--- src/rtl/ukrt_pkg.sv ---
// Shared types and codes for the unique key record table.
// No dependencies; imported by ukrt_cell, unique_key_record_table and the bench.
package ukrt_pkg;

  localparam int KEY_W   = 32;
  localparam int VALUE_W = 32;
  localparam int STAT_W  = 3;
  localparam int CNTO_W  = 8;

  localparam logic FUNC_INSERT = 1'b0;
  localparam logic FUNC_REMOVE = 1'b1;

  localparam logic [STAT_W-1:0] ST_INSERTED  = 3'd0;
  localparam logic [STAT_W-1:0] ST_FULL      = 3'd1;
  localparam logic [STAT_W-1:0] ST_DUPLICATE = 3'd2;
  localparam logic [STAT_W-1:0] ST_REMOVED   = 3'd3;
  localparam logic [STAT_W-1:0] ST_NOTFOUND  = 3'd4;

  typedef enum logic [1:0] {
    S_IDLE,
    S_CMP,
    S_ENC,
    S_APPLY
  } state_t;

  typedef struct packed {
    logic               func;
    logic [KEY_W-1:0]   key;
    logic [VALUE_W-1:0] value;
  } in_word_t;

  typedef struct packed {
    logic [STAT_W-1:0] status;
    logic [CNTO_W-1:0] count_after;
  } out_word_t;

  // Broadcast to every cell of the row.
  typedef struct packed {
    logic               compare;
    logic               append;
    logic               shift;
    logic [KEY_W-1:0]   key;
    logic [VALUE_W-1:0] value;
  } cell_ctrl_t;

endpackage

--- src/rtl/ukrt_cell.sv ---
// One table slot: stored key/value, match flag, and shift-down from upper neighbor.
// Depends on ukrt_pkg.
module ukrt_cell #(
  parameter int INDEX = 0,
  parameter int CNT_W = 8
) (
  input  logic                         clk,
  input  logic                         rst,
  input  ukrt_pkg::cell_ctrl_t         ctrl,
  input  logic [CNT_W-1:0]             count,
  input  logic [CNT_W-1:0]             hit_idx,
  input  logic [ukrt_pkg::KEY_W-1:0]   up_key,
  input  logic [ukrt_pkg::VALUE_W-1:0] up_value,
  output logic [ukrt_pkg::KEY_W-1:0]   key,
  output logic [ukrt_pkg::VALUE_W-1:0] value,
  output logic                         match
);
  import ukrt_pkg::*;

  localparam logic [CNT_W-1:0] MY_IDX = CNT_W'(INDEX);

  logic occupied;

  assign occupied = MY_IDX < count;

  always_ff @(posedge clk) begin
    if (ctrl.append && (MY_IDX == count)) begin
      key   <= ctrl.key;
      value <= ctrl.value;
    end else if (ctrl.shift && (MY_IDX >= hit_idx)) begin
      key   <= up_key;
      value <= up_value;
    end
  end

  always_ff @(posedge clk) begin
    if (rst) begin
      match <= 1'b0;
    end else if (ctrl.compare) begin
      match <= occupied && (key == ctrl.key);
    end
  end

endmodule

--- config.mk ---
export PLATFORM = sky130hd
export DESIGN_NAME = ukrt_cell
export DESIGN_NICKNAME = d
export VERILOG_FILES = /design/src/rtl/ukrt_pkg.sv /design/src/rtl/ukrt_cell.sv
export SDC_FILE = /design/constraint.sdc
export NUM_CORES = 1
export LEC_CHECK = 0
export BUFFER_PORTS_ARGS = -buffer_cell sky130_fd_sc_hd__buf_4
export CAP_MARGIN = 20
export CORE_UTILIZATION = 42
export CTS_CLUSTER_DIAMETER = 150
export DETAILED_ROUTE_END_ITERATION = 8
export GPL_TIMING_DRIVEN = 0
export PLACE_DENSITY_LB_ADDON = 0.3
export SLEW_MARGIN = 20
export SYNTH_ARGS = -nofsm -noshare
export SYNTH_HDL_FRONTEND = slang
export SYNTH_SLANG_ARGS = --single-unit
--- constraint.sdc ---
create_clock -name clk -period 11.3 [get_ports clk]
set_clock_uncertainty 0.15 [all_clocks]
set_input_delay 1.13 -clock clk [delete_from_list [all_inputs] [get_ports clk]]
set_output_delay 1.13 -clock clk [all_outputs]
set_load 0.1 [all_outputs]
==> summary.txt <==
clk_lat worst skew: 0.33 ns
RR Startpoint: key[3]$_DFFE_PP_
number of global-route vias before repair: 2,723
Num CTS Buffers: 9
CP Launch Type: input pin
placer congestion estimate: 0.739
number of max-cap violations: 0
initial antenna violation count: 0
WHS Path Cells: 2
hold endpoint: match$_SDFFE_PP0P_
R2R cell count: 5
Highest Clock Rate: 0.265 GHz
clk sinks: 65
Slew Viols, Final: 0
reg-to-reg endpoint: match$_SDFFE_PP0P_
Hold Crit Class: reg2reg
Via Count: 2,528
Antenna Cells: 0
fillers: 594
synth warn: 0
Final min period: 3.77 ns
critical path peak fanout: 10
top-count cell post-synth: edfxtp_1
register clock-pin slew on the reported worst setup and hold paths: 0.06 ns
critical path required time: 11.18 ns
I/O Pins: 214
# rows: 32
die height: 91.1 µm
cell taking the most area after synthesis: edfxtp_1
Max stage delay cell, worst path: or4_1
Commonest cells post-synth: edfxtp_1, mux2_4, xnor2_1, xor2_1, mux2_1
Comb pwr share: 14.1%
Peak VDD IR: 0.0682 mV
final wirelength: 8590 µm
total gr overflow: 0
period utilization: 33.4%
die width: 91.1 µm
Clk pwr share: 35.1%
first-pass GRT wire length: 13,400 µm
CTS tree: done
Reg power frac: 50.8%
power per cell area: 98.8 nW/µm²
Crit Path Class: in2reg
hold buffer count at CTS: 0
post-synthesis sequential area ratio: 58.3%
top-area cell type share of the netlist area: 57.7%
hold path start: match$_SDFFE_PP0P_
Avg WL per Cell: 16.2 µm
Finish-stage setup viols: 0
r2r setup slk: 9.67 ns
Port Buffers: 213
Max-slew headroom: 64.2%
Internal: 0.000416 W
Register Area: 1940 µm²
Area Overhead vs Synth: 59.1%
Yosys reg bits: 65
ys async rst share: 0%
Total Die Area: 8290 µm²
Max clock buf depth: 2
status: finished, final reports clean
nets@finish: 573
initial core utilization: 43.3%
DP HPWL: 6970 µm
largest net degree at the start of global routing: 11
Worst Tran Pin Value: 0.531 ns
Remaining DRCs: 0
CP most frequent cell: buf_2
Syn Nets: 339
static leakage: 2.45 nW
Main synth FF type: edfxtp_1
Via density: 4.76
Syn Std Cell Area: 3330 µm²
Post-DP Area: 5120 µm²
post-CTS setup buffers: 0
Hold Fails Final Rpt: 0
initial DRC count: 46
Critical Path End Type: register
synthesized area per cell: 17.5 µm²
Syn Inst Count: 190
switching power: 0.000108 W
Final ANT Viol Nets: 0
design area: 5300 µm²
Sw Ratio: 20.6%
CTS HTree Levels: 3
Distinct cells, synth: 20
setup TNS: 0 ns
area of the multi-input gates: 1320 µm²
Core ar.: 7690 µm²
Post-synth EDFFs: 64
slowest stage delay, CP: 0.51 ns
WP data arrival: 3.65 ns
Post-CTS Resized: 0
critical-path cell list: buf_4 > or4_1 > nor2_1 > nand2_1 > buf_6 > buf_6 > o41ai_2 > buf_2 > buf_2 > buf_2 > buf_2
share of layout cells above drive strength 1: 68.5%
CTS root buf: clkbuf_8
Global Route Usage Sum: 21.5%
drt first pass iters: 6
unrepaired setup endpoints after global routing: false
top post-synthesis cells by area: edfxtp_1, mux2_4, xnor2_1
Tot Pwr: 0.000523 W
==> cell usage in the layout, fill, tap and decap left out, types with 2 or more instances in the layout <==
| cell type | netlist | routed |
|---|---|---|
| mux2_1 | 12 | 12 |
| xor2_1 | 16 | 16 |
| clkbuf_8 | 0 | 9 |
| nor4_1 | 5 | 5 |
| clkinv_1 | 0 | 3 |
| buf_4 | 0 | 215 |
| buf_6 | 6 | 6 |
| clkbuf_1 | 0 | 2 |
| mux2_2 | 3 | 3 |
| nand2_1 | 2 | 2 |
| nor2_1 | 2 | 2 |
| edfxtp_1 | 64 | 64 |
| buf_2 | 1 | 9 |
| nand4_1 | 4 | 4 |
| mux2_4 | 49 | 49 |
| xnor2_1 | 16 | 16 |
| or4_1 | 2 | 2 |
| nand3_1 | 2 | 2 |
==> power groups by stage <==
stage	registers (W)	logic [W]	clock network, W
after detailed placement	0.000271	0.0000742	0
after CTS	0.000266	0.0000746	0.000188
final	0.000266	0.0000738	0.000184
after global placement	0.000271	0.0000719	0
after global routing	0.000266	0.0000790	0.000198
after floorplan	0.000278	0.0000213	0
==> metrics by stage <==
step	util (%)	hold WS [ns]	cells	setup slack, ns
after global routing	68.9	0.349	531	7.39
after detailed placement	66.6	0.312	515	7.17
after floorplan	-	0.727	190	2.53
after CTS	68.9	0.327	531	7.51
after global placement	65.8	0.291	505	-0.495
final	68.9	0.322	531	7.53
==> worst max path at each step <==
stage / startpoint / endpoint / slack, ns / depth (start not counted)
floorplan: hit_idx[4] / key[0]$_DFFE_PP_ / 2.53 / 3
global placement: hit_idx[4] / value[0]$_DFFE_PP_ / -0.49 / 4
detailed placement: count[1] / key[12]$_DFFE_PP_ / 7.17 / 11
CTS: count[1] / value[13]$_DFFE_PP_ / 7.51 / 11
global route: count[1] / value[13]$_DFFE_PP_ / 7.39 / 11
finish: count[1] / value[13]$_DFFE_PP_ / 7.53 / 11
==> routing by layer <==
layer / up-vias / GRT usage, % / part of all wire, %
met2: 138 / 38.1 / 51
li1: 1197 / - / -
met1: 1177 / 23.3 / 37
met3: 16 / 7.45 / 9.3
met5: - / 0 / 0
met4: 0 / 8.86 / 2.1
==> flip-flops by register name (all words and copies together), names as in the netlist <==
register	cells
key	32
match	1
value	32
==> logic make-up (layout without fill, tap and decap cells) <==
family,after synthesis,after routing,synth area share [%]
DFF,65,65,58.3
buffers and inverters,7,246,2.18
xor gates and xnor gates,32,32,8.41
muxes,64,64,27.2
and+or+nand+nor,20,20,3.53
AOI/OAI and AO/OA,2,2,0.413
==> critical path: cells and delay by family <==
family | cells | cell delay (ns)
simple gates | 3 | 0.92
buf+inv | 7 | 1.48
compound gates | 1 | 0.11
==> final cells by class <==
| class | instances | area share [%] |
|---|---|---|
| Tap cell | 102 | 2.41 |
| Buffer | 7 | 1.37 |
| Multi-Input combinational cell | 118 | 25.0 |
| Clock inverter | 5 | 0.874 |
| Sequential cell | 65 | 36.7 |
| Timing Repair Buffer | 223 | 31.2 |
| Clock buffer | 11 | 2.48 |
(Power assumes the default switching activity.)
